[src/rtl/utf8_to_cp437_transcoder_macros.svh]
// ----------------------------------------------------------------------------
// Assertion macros for the UTF-8 to CP437 transcoder
// Shared concurrent-assertion forms, clocked and disabled during reset.
// ----------------------------------------------------------------------------
`ifndef UTF8_TO_CP437_TRANSCODER_MACROS_SVH
`define UTF8_TO_CP437_TRANSCODER_MACROS_SVH

// same-cycle implication
`define U2C_ASSERT_IMP(label, clk, rst_n, ante, cons, msg) \
  label: assert property (@(posedge clk) disable iff (!rst_n) (ante) |-> (cons)) \
    else $error(msg);

// next-cycle implication
`define U2C_ASSERT_NXT(label, clk, rst_n, ante, cons, msg) \
  label: assert property (@(posedge clk) disable iff (!rst_n) (ante) |=> (cons)) \
    else $error(msg);

`endif

[src/rtl/u2c_pkg.sv]
// ----------------------------------------------------------------------------
// u2c_pkg
// Types, constants and decode helpers shared by the transcoder modules.
// ----------------------------------------------------------------------------
package u2c_pkg;

  localparam int CountBitsDefault  = 16;
  localparam int QueueDepthDefault = 4;
  localparam int CfgW              = 16;
  localparam logic [CfgW-1:0] MaxCharsReset = 16'd255;

  // lead byte class masks
  localparam logic [7:0] Lead2Mask = 8'hE0;
  localparam logic [7:0] Lead2Val  = 8'hC0;
  localparam logic [7:0] Lead3Mask = 8'hF0;
  localparam logic [7:0] Lead3Val  = 8'hE0;
  localparam logic [7:0] Lead4Mask = 8'hF8;
  localparam logic [7:0] Lead4Val  = 8'hF0;
  localparam logic [7:0] LeadBits  = 8'h1F;
  localparam logic [7:0] TailBits  = 8'h3F;

  localparam logic [7:0] CharUnknown = 8'h3F;  // '?'
  localparam logic [7:0] CharNul     = 8'h00;

  // byte classes
  typedef enum logic [2:0] {
    K_NUL   = 3'd0,
    K_ASCII = 3'd1,
    K_CONT  = 3'd2,
    K_LEAD2 = 3'd3,
    K_LEAD3 = 3'd4,
    K_LEAD4 = 3'd5,
    K_BAD   = 3'd6
  } kind_e;

  typedef struct packed {
    kind_e      kind;
    logic [7:0] data;
  } entry_t;

  // queue head as seen by the back end
  typedef struct packed {
    logic   valid;
    entry_t entry;
  } q_head_t;

  // NUL flush sequencing
  typedef enum logic [2:0] {
    PH_CHAR0 = 3'b001,
    PH_CHAR1 = 3'b010,
    PH_TERM  = 3'b100
  } phase_e;

  function automatic logic is_lead2(input logic [7:0] b);
    is_lead2 = (b & Lead2Mask) == Lead2Val;
  endfunction

  function automatic logic is_lead3(input logic [7:0] b);
    is_lead3 = (b & Lead3Mask) == Lead3Val;
  endfunction

  function automatic logic is_lead4(input logic [7:0] b);
    is_lead4 = (b & Lead4Mask) == Lead4Val;
  endfunction

  // two-byte sequence to CP437; unknown code points give '?'
  function automatic logic [7:0] map_pair(input logic [7:0] lead, input logic [7:0] tail);
    logic [10:0] cp;
    cp = {lead[4:0] & LeadBits[4:0], tail[5:0] & TailBits[5:0]};
    case (cp)
      11'h0C4: map_pair = 8'h8E;
      11'h0D6: map_pair = 8'h99;
      11'h0DC: map_pair = 8'h9A;
      11'h0E4: map_pair = 8'h84;
      11'h0F6: map_pair = 8'h94;
      11'h0FC: map_pair = 8'h81;
      11'h0DF: map_pair = 8'hE1;
      11'h0E9: map_pair = 8'h82;
      11'h0E8: map_pair = 8'h8A;
      11'h0E0: map_pair = 8'h85;
      default: map_pair = CharUnknown;
    endcase
  endfunction

endpackage

[src/rtl/u2c_front.sv]
// ----------------------------------------------------------------------------
// u2c_front
// Accepts source bytes and tags each with its UTF-8 byte class.
// ----------------------------------------------------------------------------
module u2c_front import u2c_pkg::*; (
  input  logic       in_valid_i,
  output logic       in_ready_o,
  input  logic [7:0] in_byte_i,
  input  logic       full_i,
  output logic       push_o,
  output entry_t     entry_o
);

  kind_e kind;

  always_comb begin
    if (in_byte_i == CharNul) begin
      kind = K_NUL;
    end else if (!in_byte_i[7]) begin
      kind = K_ASCII;
    end else if (is_lead2(in_byte_i)) begin
      kind = K_LEAD2;
    end else if (is_lead3(in_byte_i)) begin
      kind = K_LEAD3;
    end else if (is_lead4(in_byte_i)) begin
      kind = K_LEAD4;
    end else if (!in_byte_i[6]) begin
      kind = K_CONT;
    end else begin
      kind = K_BAD;
    end
  end

  assign in_ready_o    = !full_i;
  assign push_o        = in_valid_i && !full_i;
  assign entry_o.kind  = kind;
  assign entry_o.data  = in_byte_i;

endmodule

[src/rtl/u2c_queue.sv]
// ----------------------------------------------------------------------------
// u2c_queue
// Small FIFO of classified beats between front and back end.
// ----------------------------------------------------------------------------
module u2c_queue import u2c_pkg::*; #(
  parameter int DEPTH = QueueDepthDefault
) (
  input  logic    clk_i,
  input  logic    rst_ni,
  input  logic    push_i,
  input  entry_t  entry_i,
  output logic    full_o,
  input  logic    pop_i,
  output q_head_t head_o
);

  localparam int PtrW = (DEPTH > 1) ? $clog2(DEPTH) : 1;
  localparam int CntW = $clog2(DEPTH + 1);

  entry_t          mem [DEPTH];
  logic [PtrW-1:0] wr_q, wr_d, rd_q, rd_d;
  logic [CntW-1:0] cnt_q, cnt_d;
  logic            do_push, do_pop;

  assign full_o  = cnt_q == CntW'(DEPTH);
  assign do_push = push_i && !full_o;
  assign do_pop  = pop_i && (cnt_q != '0);

  always_comb begin
    wr_d  = wr_q;
    rd_d  = rd_q;
    cnt_d = cnt_q;
    if (do_push) begin
      wr_d = (wr_q == PtrW'(DEPTH - 1)) ? '0 : wr_q + PtrW'(1);
    end
    if (do_pop) begin
      rd_d = (rd_q == PtrW'(DEPTH - 1)) ? '0 : rd_q + PtrW'(1);
    end
    if (do_push && !do_pop) begin
      cnt_d = cnt_q + CntW'(1);
    end else if (do_pop && !do_push) begin
      cnt_d = cnt_q - CntW'(1);
    end
  end

  always_ff @(posedge clk_i or negedge rst_ni) begin
    if (!rst_ni) begin
      wr_q  <= '0;
      rd_q  <= '0;
      cnt_q <= '0;
    end else begin
      wr_q  <= wr_d;
      rd_q  <= rd_d;
      cnt_q <= cnt_d;
    end
  end

  always_ff @(posedge clk_i) begin
    if (do_push) begin
      mem[wr_q] <= entry_i;
    end
  end

  assign head_o.valid = cnt_q != '0;
  assign head_o.entry = mem[rd_q];

endmodule

[src/rtl/u2c_back.sv]
// ----------------------------------------------------------------------------
// u2c_back
// Sequence decoder and output register: one result beat per cycle, none while the output is stalled.
// ----------------------------------------------------------------------------
module u2c_back import u2c_pkg::*; #(
  parameter int COUNT_BITS = CountBitsDefault
) (
  input  logic            clk_i,
  input  logic            rst_ni,
  input  logic [CfgW-1:0] max_chars_i,
  input  q_head_t         head_i,
  output logic            pop_o,
  output logic            out_valid_o,
  input  logic            out_ready_i,
  output logic [7:0]      out_char_o,
  output logic            last_o
);

`include "utf8_to_cp437_transcoder_macros.svh"

  localparam int LimW = (COUNT_BITS > CfgW) ? COUNT_BITS : CfgW;

  logic [7:0]            lead_q, lead_d, tail0_q, tail0_d, tail1_q, tail1_d;
  logic [1:0]            cnt_q, cnt_d;
  logic [COUNT_BITS-1:0] chars_q, chars_d;
  phase_e                phase_q, phase_d;
  logic                  out_valid_q;
  logic [7:0]            out_char_q;
  logic                  out_last_q;

  logic [LimW-1:0] max_ext, mask_ext, limit, chars_ext;
  logic            room, out_free, emit, emit_last;
  logic [7:0]      emit_char;
  logic            va, vb;
  logic [7:0]      ca, cb;
  kind_e           kind;
  logic [7:0]      data;

  // limit is the smaller of the register and the counter's all-ones value
  assign max_ext   = LimW'(max_chars_i);
  assign mask_ext  = LimW'({COUNT_BITS{1'b1}});
  assign limit     = (max_ext < mask_ext) ? max_ext : mask_ext;
  assign chars_ext = LimW'(chars_q);
  assign room      = chars_ext < limit;
  assign out_free  = !out_valid_q || out_ready_i;
  assign kind      = head_i.entry.kind;
  assign data      = head_i.entry.data;

  // chars recovered from a cut sequence, compacted so vb implies va
  always_comb begin
    va = 1'b0;
    vb = 1'b0;
    ca = tail0_q;
    cb = tail1_q;
    if (lead_q != 8'd0 && cnt_q != 2'd0) begin
      if (!tail0_q[7]) begin
        va = 1'b1;
        vb = (cnt_q == 2'd2) && !tail1_q[7];
      end else if (is_lead2(tail0_q) && cnt_q == 2'd2) begin
        va = 1'b1;
        ca = map_pair(tail0_q, tail1_q);
      end else if (cnt_q == 2'd2 && !tail1_q[7]) begin
        va = 1'b1;
        ca = tail1_q;
      end
    end
  end

  always_comb begin
    lead_d    = lead_q;
    tail0_d   = tail0_q;
    tail1_d   = tail1_q;
    cnt_d     = cnt_q;
    chars_d   = chars_q;
    phase_d   = phase_q;
    emit      = 1'b0;
    emit_char = data;
    emit_last = 1'b0;
    pop_o     = 1'b0;
    if (head_i.valid && out_free) begin
      if (kind == K_NUL) begin
        emit = 1'b1;
        case (phase_q)
          PH_CHAR0: begin
            if (va && room) begin
              emit_char = ca;
              phase_d   = PH_CHAR1;
            end else begin
              emit_last = 1'b1;
            end
          end
          PH_CHAR1: begin
            if (vb && room) begin
              emit_char = cb;
              phase_d   = PH_TERM;
            end else begin
              emit_last = 1'b1;
            end
          end
          default: emit_last = 1'b1;
        endcase
        if (emit_last) begin
          emit_char = CharNul;
          pop_o     = 1'b1;
          lead_d    = 8'd0;
          tail0_d   = 8'd0;
          tail1_d   = 8'd0;
          cnt_d     = 2'd0;
          chars_d   = '0;
          phase_d   = PH_CHAR0;
        end else begin
          chars_d = chars_q + COUNT_BITS'(1);
        end
      end else begin
        pop_o = 1'b1;
        if (lead_q != 8'd0) begin
          // pending sequence: this byte is a continuation, whatever its value
          if (is_lead2(lead_q) || (is_lead3(lead_q) && cnt_q != 2'd0) ||
              (!is_lead2(lead_q) && !is_lead3(lead_q) && cnt_q == 2'd2)) begin
            emit_char = is_lead2(lead_q) ? map_pair(lead_q, data) : CharUnknown;
            emit      = room;
            lead_d    = 8'd0;
            tail0_d   = 8'd0;
            tail1_d   = 8'd0;
            cnt_d     = 2'd0;
          end else begin
            if (cnt_q[0]) begin
              tail1_d = data;
            end else begin
              tail0_d = data;
            end
            cnt_d = cnt_q + 2'd1;
          end
        end else if (room) begin
          case (kind)
            K_ASCII: emit = 1'b1;
            K_LEAD2, K_LEAD3, K_LEAD4: begin
              lead_d = data;
              cnt_d  = 2'd0;
            end
            default: ;
          endcase
        end
        if (emit) begin
          chars_d = chars_q + COUNT_BITS'(1);
        end
      end
    end
  end

  always_ff @(posedge clk_i or negedge rst_ni) begin
    if (!rst_ni) begin
      lead_q      <= 8'd0;
      tail0_q     <= 8'd0;
      tail1_q     <= 8'd0;
      cnt_q       <= 2'd0;
      chars_q     <= '0;
      phase_q     <= PH_CHAR0;
      out_valid_q <= 1'b0;
    end else begin
      lead_q  <= lead_d;
      tail0_q <= tail0_d;
      tail1_q <= tail1_d;
      cnt_q   <= cnt_d;
      chars_q <= chars_d;
      phase_q <= phase_d;
      if (emit) begin
        out_valid_q <= 1'b1;
      end else if (out_ready_i) begin
        out_valid_q <= 1'b0;
      end
    end
  end

  always_ff @(posedge clk_i) begin
    if (emit) begin
      out_char_q <= emit_char;
      out_last_q <= emit_last;
    end
  end

  assign out_valid_o = out_valid_q;
  assign out_char_o  = out_char_q;
  assign last_o      = out_last_q;

  `U2C_ASSERT_IMP(a_no_lead_no_tails, clk_i, rst_ni, lead_q == 8'd0, cnt_q == 2'd0, "tails held without a lead")
  `U2C_ASSERT_IMP(a_cnt_range, clk_i, rst_ni, 1'b1, cnt_q != 2'd3, "held count out of range")
  `U2C_ASSERT_IMP(a_flush_on_nul, clk_i, rst_ni, phase_q != PH_CHAR0, head_i.valid && kind == K_NUL, "flush without NUL at head")
  `U2C_ASSERT_NXT(a_term_clears, clk_i, rst_ni, emit && emit_last, chars_q == '0 && lead_q == 8'd0 && phase_q == PH_CHAR0, "terminator left state behind")

endmodule

[src/rtl/utf8_to_cp437_transcoder.sv]
// ----------------------------------------------------------------------------
// utf8_to_cp437_transcoder
// UTF-8 byte stream to CP437 characters, one source byte per beat.
// ----------------------------------------------------------------------------
// Feed a NUL-terminated UTF-8 string one byte per input beat; the block
// returns CP437 characters one per output beat and closes every string with
// a terminator beat (char 0, last_o high). Throughput is one input beat per
// cycle for ordinary bytes while the queue has room and the output is not
// stalled: a byte is classified and queued on entry, and the decoder at the
// back end retires one queued beat per cycle, so a byte yields at most one
// character. The NUL byte is the exception: if a multi-byte sequence was cut
// short, up to two characters recovered from the held bytes go out before
// the terminator, so a NUL holds the decoder while they go out, the queue
// absorbing the input meanwhile. An input byte passes through the queue and
// the output register before its character appears. max_chars (written
// through the config channel, reset 255) caps characters per string; once
// reached the rest of the string is swallowed up to its terminator. Write it only while no string is in flight.
// ----------------------------------------------------------------------------
module utf8_to_cp437_transcoder import u2c_pkg::*; #(
  parameter int COUNT_BITS  = CountBitsDefault,  // per-string char counter width
  parameter int QUEUE_DEPTH = QueueDepthDefault  // front-to-back decoupling queue
) (
  input  logic            clk_i,
  input  logic            rst_ni,
  // source bytes
  input  logic            in_valid_i,
  output logic            in_ready_o,
  input  logic [7:0]      in_byte_i,
  // CP437 result beats
  output logic            out_valid_o,
  input  logic            out_ready_i,
  output logic [7:0]      out_char_o,
  output logic            last_o,
  // max_chars write channel
  input  logic            cfg_valid_i,
  output logic            cfg_ready_o,
  input  logic [CfgW-1:0] max_chars_i
);

  logic [CfgW-1:0] max_chars_q;
  logic            q_full, q_push, q_pop;
  entry_t          q_entry;
  q_head_t         q_head;

  // config register, always ready
  assign cfg_ready_o = 1'b1;

  always_ff @(posedge clk_i or negedge rst_ni) begin
    if (!rst_ni) begin
      max_chars_q <= MaxCharsReset;
    end else if (cfg_valid_i) begin
      max_chars_q <= max_chars_i;
    end
  end

  // front: accept and classify
  u2c_front u_front (
    .in_valid_i (in_valid_i),
    .in_ready_o (in_ready_o),
    .in_byte_i  (in_byte_i),
    .full_i     (q_full),
    .push_o     (q_push),
    .entry_o    (q_entry)
  );

  // decoupling queue
  u2c_queue #(
    .DEPTH (QUEUE_DEPTH)
  ) u_queue (
    .clk_i   (clk_i),
    .rst_ni  (rst_ni),
    .push_i  (q_push),
    .entry_i (q_entry),
    .full_o  (q_full),
    .pop_i   (q_pop),
    .head_o  (q_head)
  );

  // back: sequence decode, limit, terminator, output register
  u2c_back #(
    .COUNT_BITS (COUNT_BITS)
  ) u_back (
    .clk_i       (clk_i),
    .rst_ni      (rst_ni),
    .max_chars_i (max_chars_q),
    .head_i      (q_head),
    .pop_o       (q_pop),
    .out_valid_o (out_valid_o),
    .out_ready_i (out_ready_i),
    .out_char_o  (out_char_o),
    .last_o      (last_o)
  );

endmodule
[config.mk]
export PLATFORM = sky130hd
export DESIGN_NAME = utf8_to_cp437_transcoder
export DESIGN_NICKNAME = d
export VERILOG_FILES = /design/src/rtl/u2c_pkg.sv /design/src/rtl/u2c_front.sv /design/src/rtl/u2c_queue.sv /design/src/rtl/u2c_back.sv /design/src/rtl/utf8_to_cp437_transcoder.sv
export VERILOG_INCLUDE_DIRS = /design/src /design/src/rtl
export SDC_FILE = /design/constraint.sdc
export NUM_CORES = 1
export LEC_CHECK = 0
export BUFFER_PORTS_ARGS = -buffer_cell sky130_fd_sc_hd__buf_4
export CAP_MARGIN = 20
export CORE_MARGIN = 4
export CORE_UTILIZATION = 55
export CTS_CLUSTER_SIZE = 25
export DETAILED_ROUTE_END_ITERATION = 16
export PLACE_DENSITY = 0.73
export SLEW_MARGIN = 20
export SYNTH_ARGS = -nofsm -noshare
export SYNTH_HDL_FRONTEND = slang
export SYNTH_HIERARCHICAL = 1
export SYNTH_SLANG_ARGS = --single-unit
[constraint.sdc]
create_clock -name clk_i -period 3.85 [get_ports clk_i]
set_clock_uncertainty 0.2 [all_clocks]
set_input_delay 0.5775 -clock clk_i [delete_from_list [all_inputs] [get_ports clk_i]]
set_output_delay 0.5775 -clock clk_i [all_outputs]
set_load 0.03 [all_outputs]
==> results of run 1 <==
## timing repair
action	CTS	global route
buffers inserted	0	0
endpoints found under the setup margin	0	3
gates resized for setup	0	1
## logic make-up (layout without fill, tap and decap cells)
kind of cell	count (synthesis)	in the layout
buf+inv	72	119
mux	44	44
compound gates	147	147
xor+xnor	4	4
flops	122	122
simple gates	212	212
other cells	1	1
fa+ha+maj	25	25
## worst max-delay path, delay by kind of cell (launching register included)
family	cells	cell delay, ns
simple gates	5	1.24
flops	1	0.44
buf+inv	1	0.08
compound gates	1	0.25
fa+ha+maj	3	0.96
mux	1	0.27
## path summary, 6_finish.rpt
kind | start | end | depth (start not counted)
max | u_back/chars_ext[9] | u_queue/cnt_q[1] | 11
min reg2reg | u_back/tail0_q[6] | u_back/tail0_q[6] | 2
max in group asynchronous | rst_ni | u_queue/rd_q[0] | 1
max reg2reg | u_back/chars_ext[9] | u_queue/cnt_q[1] | 11
min | rst_ni | u_back/chars_ext[2] | 1
min in group clk_i | in_byte_i[0] | u_queue/mem[0][0] | 1
## sequential cells by signal (all words and copies together), names as in the netlist
name                flops
u_back/last_o           1
u_back/out_char_o       8
u_queue/cnt_q           3
u_back/lead_q           8
u_back/tail0_q          8
max_chars_q            16
u_back/out_valid_o      1
u_back/cb               8
u_queue/wr_q            2
u_back/chars_ext       16
u_queue/rd_q            2
u_back/cnt_q            2
u_queue/mem            44
u_back/phase_q          3
## routing by layer
layer | share of wire | routed length [µm]
met1 | 0.44 | 6612
met3 | 0.056 | 831
met5 | 0 | 0
met4 | 0.018 | 265
met2 | 0.48 | 7186
## final cells by class
cell class | instances | area, µm²
fill | 957 | 4364
sequential | 122 | 3331
multi-input combinational | 433 | 3159
clock buffer | 18 | 429.2
timing repair buffer | 49 | 367.9
tap | 168 | 210.2
inverter | 39 | 146.4
clock inverter | 13 | 103.9
## cells in the final DEF, fill, tap and decap left out, types with 7 or more instances in the layout
cell        n
nand2_1    65
dfrtp_1    59
edfxtp_1   53
buf_4      49
inv_1      38
o21ai_0    38
nor2_1     30
a21oi_1    26
ha_1       24
nand3_1    22
clkbuf_16  17
mux2_4     14
a21o_1     13
mux4_2     11
nor3b_1    10
nor3_1     10
mux2i_1    10
dfstp_2     9
or3_1       9
mux2_2      8
nand2b_1    8
nor4_1      8
and3_1      8
o22ai_1     7
## per-stage QoR
step | worst slack [ns] | hold WS, ns | std cells
3_3_place_gp | 0.3178 | 0.2817 | 811
3_5_place_dp | 0.2768 | 0.2942 | 811
6_report | 0.2909 | 0.07563 | 842
5_1_grt | 0.08125 | 0.1418 | 842
2_1_floorplan | 0.5146 | 0.08191 | 627
4_1_cts | 0.2508 | 0.1051 | 842
## report_power, final
part | leakage, nW | internal (mW) | switching (mW)
clock | 0.261 | 0.874 | 0.561
sequential | 1.34 | 1.80 | 0.373
combinational | 1.68 | 1.09 | 1.61
total | 3.28 | 3.76 | 2.54
==> results.sh, run 1 <==
export IMPL_ant_nets=0
export IMPL_synth_seq_area_share=0.4859
export IMPL_synthDistinctLibCells=83
export IMPL_postLayoutCellArea_um2=7747
export IMPL_rows=40
export IMPL_die_area_um2=14310
export IMPL_grt_use_total=0.2180
export IMPL_numPortBuffers=39
export IMPL_drt_iter0_drc=426
export IMPL_ys_ff_latch=122
export IMPL_cts_sink_count=122
export IMPL_h_tree_depth=4
export IMPL_p_leak_nw=3.277
export IMPL_synth_xor_area_share=0.005113
export IMPL_synthSimpleGateAreaFrac=0.1658
export IMPL_syn_area_per_cell_um2=10.93
export IMPL_power_density_nw_per_um2=813.2
export IMPL_status="complete, no violations"
export IMPL_hold_buffers=0
export IMPL_cts_tree="yes"
export IMPL_yosysTopAreaCell="edfxtp_1"
export IMPL_synth_top_area_frac=0.2323
export IMPL_irDropWorstVdd_mv=0.5122
export IMPL_synth_most_common_cell="nand2_1"
export IMPL_vias_per_cell=5.981
export IMPL_cts_path_max_buffers=2
export IMPL_synth_cells=627
export IMPL_antenna_found_initial=0
export IMPL_place_area_um2=7213
export IMPL_path_clk_slew_ns=0.05
export IMPL_cap_violations=0
export IMPL_diodes=0
export IMPL_vias=5036
export IMPL_grt_pass1_vias=4876
export IMPL_critPathKind="reg -> reg"
export IMPL_clock_latency_ns=0.42
export IMPL_synth_fp_nets=681
export IMPL_slew_violations=0
export IMPL_grt_start_max_net_pins=70
export IMPL_holdCritPathClass="in -> async"
export IMPL_start_util=0.5657
export IMPL_chipWidth_um=119.6
export IMPL_cp_max_fo=5
export IMPL_syn_to_final_growth_pct=13.08
export IMPL_synthTopCellsByCount="nand2_1, dfrtp_1, edfxtp_1, inv_1, o21ai_0"
export IMPL_worst_slew_pin_slew_ns=1.003
export IMPL_met2_usage=0.3460
export IMPL_gp_congestion=0.9593
export IMPL_slowest_stage="or4_1"
export IMPL_crit_chain="ha_1, nand4_1, or2_0, or4_1, and4_1, a21oi_2, nand2_4, ha_1, inv_1, fa_1, mux2_2"
export IMPL_cts_root_buf="clkbuf_16"
export IMPL_cp_required_ns=3.95
export IMPL_post_drt_wl_per_cell_um=17.69
export IMPL_synth_top_family_by_area="simple AND/OR/NAND/NOR gates"
export IMPL_drc_errors=0
export IMPL_fin_tns_setup_ns=0
export IMPL_grt_pass1_wl_um=24570
export IMPL_core_area_um2=12110
export IMPL_ys_flop_type="dfrtp_1"
export IMPL_final_layout_size_suffix_gt1_frac=0.2092
export IMPL_critical_path_max_stage_delay_ns=0.55
export IMPL_io_pins=41
export IMPL_hpwl_um=10510
export IMPL_hold_violations=0
export IMPL_synthMuxAreaShare=0.09788
export IMPL_period_share=0.9244
export IMPL_rrSetupSlack_ns=0.29
export IMPL_rsz0062_at_grt="false"
export IMPL_yosysWarnings=6
export IMPL_slew_headroom=0.3287
export IMPL_dr_pass1_iters=5
export IMPL_fp_dieH_um=119.6
export IMPL_synth_enable_flop_cells=53
export IMPL_finalPower_mw=6.300
export IMPL_worst_ep_arrival_time_ns=3.66
export IMPL_use_met1=0.2885
export IMPL_synth_async_sr_flop_share=0.5656
export IMPL_gr_total_overflow=0
export IMPL_fin_util=0.6397
export IMPL_synth_compound_area_frac=0.1450
export IMPL_cts_buffers=17
export IMPL_gr_max_usage_layer="met2"
export IMPL_synthAdderAreaFrac=0.04675
export IMPL_crit_path_end_kind="flop"
export IMPL_fin_crit_ns=3.559
export IMPL_max_freq_ghz=0.2810
export IMPL_nets=716
export IMPL_synthTopCellsByArea="edfxtp_1, dfrtp_1, ha_1"
export IMPL_setup_viol=0
export IMPL_routed_wl_um=14900
export IMPL_crit_top_cell="ha_1"
export IMPL_cp_start_kind="flop"
export IMPL_synth_area_um2=6852
export IMPL_grt_use_met3=0.05985
Power figures use the tool's default switching activity.
==> run 2, diff against run 1 <==
--- a/config.mk
+++ b/config.mk
@@ -6,15 +6,16 @@
 export SDC_FILE = /design/constraint.sdc
 export NUM_CORES = 1
 export LEC_CHECK = 0
-export BUFFER_PORTS_ARGS = -buffer_cell sky130_fd_sc_hd__buf_4
 export CAP_MARGIN = 20
 export CORE_MARGIN = 4
 export CORE_UTILIZATION = 55
 export CTS_CLUSTER_SIZE = 25
 export DETAILED_ROUTE_END_ITERATION = 16
-export PLACE_DENSITY = 0.73
+export DONT_BUFFER_PORTS = 1
+export PLACE_DENSITY = 0.7
 export SLEW_MARGIN = 20
 export SYNTH_ARGS = -nofsm -noshare
 export SYNTH_HDL_FRONTEND = slang
 export SYNTH_HIERARCHICAL = 1
 export SYNTH_SLANG_ARGS = --single-unit
+export TNS_END_PERCENT = 100
==> results.sh, run 2 (synthesis gave the netlist of run 1 again) <==
export IMPL_largest_register="u_queue/mem"
export IMPL_max_freq_ghz=0.2703
export IMPL_p_sw_frac=0.4057
export IMPL_chipWidth_um=119.6
export IMPL_post_drt_wl_per_cell_um=18.49
export IMPL_hold_start="in_byte_i[7]"
export IMPL_grt_pass1_wl_um=25190
export IMPL_start_util=0.5657
export IMPL_die_area_um2=14310
export IMPL_cts_path_max_buffers=2
export IMPL_p_leak_nw=3.096
export IMPL_cts_root_buf="clkbuf_16"
export IMPL_cts_tree="yes"
export IMPL_pre_cts_ws_ns=0.2108
export IMPL_fin_tns_setup_ns=0
export IMPL_slew_violations=0
export IMPL_placed_cells=773
export IMPL_h_tree_depth=4
export IMPL_vias=4955
export IMPL_grt_use_total=0.2219
export IMPL_rr_startpoint="u_back/chars_ext[10]"
export IMPL_diodes=0
export IMPL_vias_per_cell=6.148
export IMPL_postLayoutCellArea_um2=7501
export IMPL_setup_viol=0
export IMPL_period_share=0.9608
export IMPL_stdcell_count=806
export IMPL_cp_required_ns=3.95
export IMPL_antenna_found_initial=0
export IMPL_switchingPower_mw=2.523
export IMPL_intPower_mw=3.696
export IMPL_path_clk_slew_ns=0.06
export IMPL_critPathKind="reg -> reg"
export IMPL_routed_wl_um=14900
export IMPL_final_layout_size_suffix_gt1_frac=0.1583
export IMPL_hold_depth=0
export IMPL_core_area_um2=12110
export IMPL_final_cell_mix="nand2_1, dfrtp_1, edfxtp_1"
export IMPL_place_area_um2=6928
export IMPL_cts_sink_count=122
export IMPL_gp_congestion=0.9212
export IMPL_drc_errors=0
export IMPL_fin_crit_ns=3.699
export IMPL_cp_max_fo=5
export IMPL_io_pins=41
export IMPL_fin_ws_ns=0.1511
export IMPL_combPwrFrac=0.407
export IMPL_register_area_um2=3329
export IMPL_cp_start_kind="flop"
export IMPL_hold_violations=0
export IMPL_holdPathEnd="u_queue/mem[0][7]"
export IMPL_fin_util=0.6193
export IMPL_rrSetupSlack_ns=0.15
export IMPL_dr_pass1_iters=5
export IMPL_hpwl_um=10400
export IMPL_status="complete, no violations"
export IMPL_grt_start_max_net_pins=70
export IMPL_drt_iter0_drc=564
export IMPL_largest_reg_flops=44
export IMPL_syn_to_final_growth_pct=9.478
export IMPL_r2r_end="u_queue/cnt_q[1]"
export IMPL_ant_nets=0
export IMPL_irDropWorstVdd_mv=0.5607
export IMPL_slew_headroom=0.3226
export IMPL_rsz0062_at_grt="false"
export IMPL_power_density_nw_per_um2=829.1
export IMPL_crit_path_end_kind="flop"
export IMPL_clock_latency_ns=0.42
export IMPL_gr_total_overflow=0
export IMPL_finalPower_mw=6.219
export IMPL_reg2regPathDepth=11
export IMPL_grt_pass1_vias=4921
export IMPL_cts_buffers=17
export IMPL_cap_violations=0
export IMPL_multi_input_area_um2=3161
export IMPL_worst_slew_pin_slew_ns=1.012
export IMPL_worst_ep_arrival_time_ns=3.80
export IMPL_mostFrequentLayoutCell="nand2_1"
export IMPL_clkPwrFrac=0.229
export IMPL_nets=680
export IMPL_numPortBuffers=0
export IMPL_holdCritPathClass="in -> reg"
export IMPL_final_fill_count=961
export IMPL_p_seq_frac=0.364
export IMPL_rows=40
export IMPL_fp_dieH_um=119.6
export IMPL_cts_setup_buffers=0
export IMPL_timing_hold_ws_ns=0.05198
[run 2: cell types whose count changed in the layout (fill, tap and decap cells not counted), sizes merged]
cell         change
buf             -37
clkinv           -2
clkinvlp         +3
dlygate4sd3      +1
inv              -1
[run 2: power groups by stage]
stage / clock [mW] / sequential (mW) / combinational, mW
floorplan: 0 / 2.12 / 2.04
global placement: 0 / 2.26 / 2.42
detailed placement: 0 / 2.28 / 2.48
CTS: 1.45 / 2.26 / 2.51
global route: 1.53 / 2.31 / 2.81
finish: 1.43 / 2.26 / 2.53
[run 2: worst max path at each step]
| stage | start | endpoint | slack (ns) | cells past startpoint |
|---|---|---|---|---|
| 4_1_cts | u_back/chars_ext[10] | u_queue/cnt_q[1] | 0.18 | 11 |
| 3_5_place_dp | u_back/chars_ext[10] | u_queue/cnt_q[1] | 0.21 | 11 |
| 6_report | u_back/chars_ext[10] | u_queue/cnt_q[1] | 0.15 | 11 |
| 2_1_floorplan | u_back/chars_ext[9] | u_queue/cnt_q[1] | 0.51 | 11 |
| 3_3_place_gp | u_back/chars_ext[8] | u_queue/cnt_q[1] | 0.36 | 11 |
| 5_1_grt | u_back/chars_ext[10] | u_queue/cnt_q[1] | 0.03 | 11 |
[run 2: layout make-up]
| cell class | count | share of cell area |
|---|---|---|
| multi-input combinational | 433 | 0.4214 |
| clock buffer | 18 | 0.05721 |
| sequential | 122 | 0.4439 |
| timing repair buffer | 13 | 0.01601 |
| clock inverter | 13 | 0.01401 |
| tap | 168 | 0.02802 |
| inverter | 39 | 0.01952 |
[run 2: timing repair]
| action | in CTS | in global routing |
|---|---|---|
| setup endpoints to repair | 0 | 1 |
| endpoints found under the hold margin | 69 | 0 |
| resized for setup | 0 | 1 |
| hold buffers | 2 | 0 |
[run 2: critical path, cell delays in order (launching register included)]
cell	delay, ns
dfrtp_1	0.46
ha_1	0.34
nand4_1	0.10
or2_0	0.24
or4_1	0.55
and4_1	0.30
a21oi_2	0.28
nand2_4	0.10
ha_1	0.22
inv_1	0.08
fa_1	0.41
mux2_2	0.28
[run 2: metal layers]
metal,GRT usage,share of wire
met1,0.3049,0.46
met3,0.06221,0.067
met4,0.07087,0.013
met5,0,0
met2,0.3432,0.46
==> run 3, diff against run 2 <==
--- a/config.mk
+++ b/config.mk
@@ -6,6 +6,7 @@
 export SDC_FILE = /design/constraint.sdc
 export NUM_CORES = 1
 export LEC_CHECK = 0
+export ABC_AREA = 1
 export CAP_MARGIN = 20
 export CORE_MARGIN = 4
 export CORE_UTILIZATION = 55
==> results.sh, run 3 <==
export IMPL_intPower_mw=3.855
export IMPL_cts_root_buf="clkbuf_16"
export IMPL_fp_dieH_um=124.7
export IMPL_cp_required_ns=3.97
export IMPL_fin_tns_setup_ns=0
export IMPL_cap_violations=0
export IMPL_dr_pass1_iters=6
export IMPL_cp_max_fo=4
export IMPL_largest_reg_flops=44
export IMPL_synthTopCellsByArea="edfxtp_1, dfrtp_1, nand2_1"
export IMPL_slew_headroom=0.3511
export IMPL_mostFrequentLayoutCell="nand2_1"
export IMPL_p_seq_frac=0.312
export IMPL_switchingPower_mw=3.223
export IMPL_ant_nets=0
export IMPL_placed_cells=1116
export IMPL_reg2regPathDepth=20
export IMPL_synthDistinctLibCells=45
export IMPL_yosysTopAreaCell="edfxtp_1"
export IMPL_rr_startpoint="max_chars_q[5]"
export IMPL_post_drt_wl_per_cell_um=14.24
export IMPL_post_cts_resized=0
export IMPL_synth_cells=958
export IMPL_routed_wl_um=16380
export IMPL_irDropWorstVdd_mv=0.5766
export IMPL_drt_iter0_drc=470
export IMPL_synth_area_um2=7487
export IMPL_syn_to_final_growth_pct=9.375
export IMPL_p_sw_frac=0.4554
export IMPL_ys_flop_type="dfrtp_1"
export IMPL_rsz0062_at_grt="false"
export IMPL_combPwrFrac=0.460
export IMPL_cts_buffers=17
export IMPL_holdPathEnd="max_chars_q[2]"
export IMPL_synth_async_sr_flop_share=0.5656
export IMPL_core_area_um2=13300
export IMPL_synth_top_area_frac=0.2126
export IMPL_slew_violations=0
export IMPL_vias=6107
export IMPL_vias_per_cell=5.310
export IMPL_clkPwrFrac=0.228
export IMPL_numPortBuffers=0
export IMPL_diodes=0
export IMPL_nets=1015
export IMPL_largest_register="u_queue/mem"
export IMPL_clock_latency_ns=0.42
export IMPL_worst_ep_arrival_time_ns=3.44
export IMPL_setup_viol=0
export IMPL_grt_use_total=0.2219
export IMPL_h_tree_depth=4
export IMPL_fin_crit_ns=3.318
export IMPL_syn_area_per_cell_um2=7.815
export IMPL_critPathLaunch="max_chars_q[5]"
export IMPL_cts_sink_count=122
export IMPL_cts_tree="yes"
export IMPL_worst_slew_pin_slew_ns=0.9698
export IMPL_grt_pass1_wl_um=27910
export IMPL_path_clk_slew_ns=0.06
export IMPL_stdcell_count=1150
export IMPL_r2r_end="u_queue/cnt_q[2]"
export IMPL_timing_hold_ws_ns=0.03755
export IMPL_critPathKind="reg -> reg"
export IMPL_holdCritPathClass="in -> reg"
export IMPL_gr_total_overflow=0
export IMPL_yosysWarnings=6
export IMPL_hold_buffers=2
export IMPL_p_leak_nw=3.999
export IMPL_power_density_nw_per_um2=864.3
export IMPL_final_fill_count=1156
export IMPL_hold_violations=0
export IMPL_grt_pass1_vias=5732
export IMPL_hold_depth=2
export IMPL_synth_most_common_cell="nand2_1"
export IMPL_synth_enable_flop_cells=53
export IMPL_hold_start="cfg_valid_i"
export IMPL_final_layout_size_suffix_gt1_frac=0.1027
export IMPL_cp_start_kind="flop"
export IMPL_rows=42
export IMPL_final_cell_mix="nand2_1, inv_1, nor2_1"
export IMPL_ys_ff_latch=122
export IMPL_cts_path_max_buffers=2
export IMPL_status="complete, no violations"
export IMPL_chipWidth_um=124.7
export IMPL_hpwl_um=11680
export IMPL_die_area_um2=15540
export IMPL_gp_congestion=0.9072
export IMPL_cts_setup_buffers=0
export IMPL_crit_path_end_kind="flop"
export IMPL_synth_fp_nets=1012
export IMPL_synth_seq_area_share=0.4447
export IMPL_rrSetupSlack_ns=0.53
export IMPL_max_freq_ghz=0.3014
export IMPL_drc_errors=0
export IMPL_period_share=0.8618
export IMPL_antenna_found_initial=0
export IMPL_io_pins=41
export IMPL_grt_start_max_net_pins=70
export IMPL_synthTopCellsByCount="nand2_1, inv_1, nor2_1, nand3_1, dfrtp_1"
export IMPL_start_util=0.5631
-- run 3: cells by family after synthesis --
| logic type | after synthesis | share of synthesized area |
|---|---|---|
| AND/OR/NAND/NOR | 533 | 0.3147 |
| buffers and inverters | 173 | 0.1081 |
| flip-flops | 122 | 0.4447 |
| AO/OA/AOI/OAI | 90 | 0.07286 |
| adder cells (fa/ha/maj) | 25 | 0.04278 |
| XOR/XNOR | 14 | 0.01638 |
| other | 1 | 0.0005009 |
-- run 3: per-stage QoR --
step	utilization	total power, mW	worst slack (ns)	cell area (µm²)
global placement	0.5683	5.372	0.6735	7556
global route	0.6159	7.634	0.2264	8189
CTS	0.6159	7.075	0.5458	8189
finish	0.6159	7.078	0.5319	8189
detailed placement	0.5683	5.410	0.6170	7556
floorplan	-	4.643	0.8243	7487
-- run 3: power groups by stage --
stage	Combinational (mW)	Sequential, mW	Clock [mW]
2_1_floorplan	2.53	2.12	0
3_3_place_gp	3.15	2.22	0
3_5_place_dp	3.19	2.22	0
4_1_cts	3.23	2.21	1.64
5_1_grt	3.67	2.25	1.71
6_report	3.26	2.21	1.61
-- run 3: layer usage --
metal  GRT usage  vias to the layer above  part of all wire
li1            -                     3099                 -
met1      0.2863                     2809              0.44
met2      0.3651                      178              0.48
met3     0.06604                       21             0.061
met4     0.06125                        0             0.013
met5           0                        -                 0
-- run 3: worst max-delay path, cell delays in order (launching register included) --
cell and delay (ns):
dfstp_2 0.53, inv_1 0.04, ha_1 0.29, a21oi_1 0.13, nor2_1 0.05, nor3_1 0.12
nand2_1 0.07, nand2_1 0.14, nand3_1 0.12, nand2_2 0.13, nand4_4 0.10, inv_2 0.08
nor2_1 0.07, nand2_1 0.15, ha_1 0.18, inv_1 0.06, fa_1 0.39, nand2_1 0.11
nand3_1 0.10, nand2_1 0.09, nand2_1 0.05
-- run 3: final cells by class --
| cell class | instances | area (µm²) | area share |
|---|---|---|---|
| Multi-Input combinational cell | 663 | 3348 | 0.4089 |
| Sequential cell | 122 | 3329 | 0.4066 |
| Inverter | 141 | 540.5 | 0.06600 |
| Clock buffer | 21 | 450.4 | 0.05500 |
| Tap cell | 176 | 220.2 | 0.02689 |
| Timing Repair Buffer | 16 | 155.1 | 0.01895 |
| Clock inverter | 11 | 145.1 | 0.01772 |
-- run 3: worst max-delay path by stage --
stage                                      end  slack, ns
after global placement    u_back/out_char_o[0]       0.67
after detailed placement      u_queue/cnt_q[2]       0.62
after floorplan               u_queue/cnt_q[2]       0.82
after CTS                     u_queue/cnt_q[2]       0.55
final                         u_queue/cnt_q[2]       0.53
after global routing      u_back/out_char_o[0]       0.23
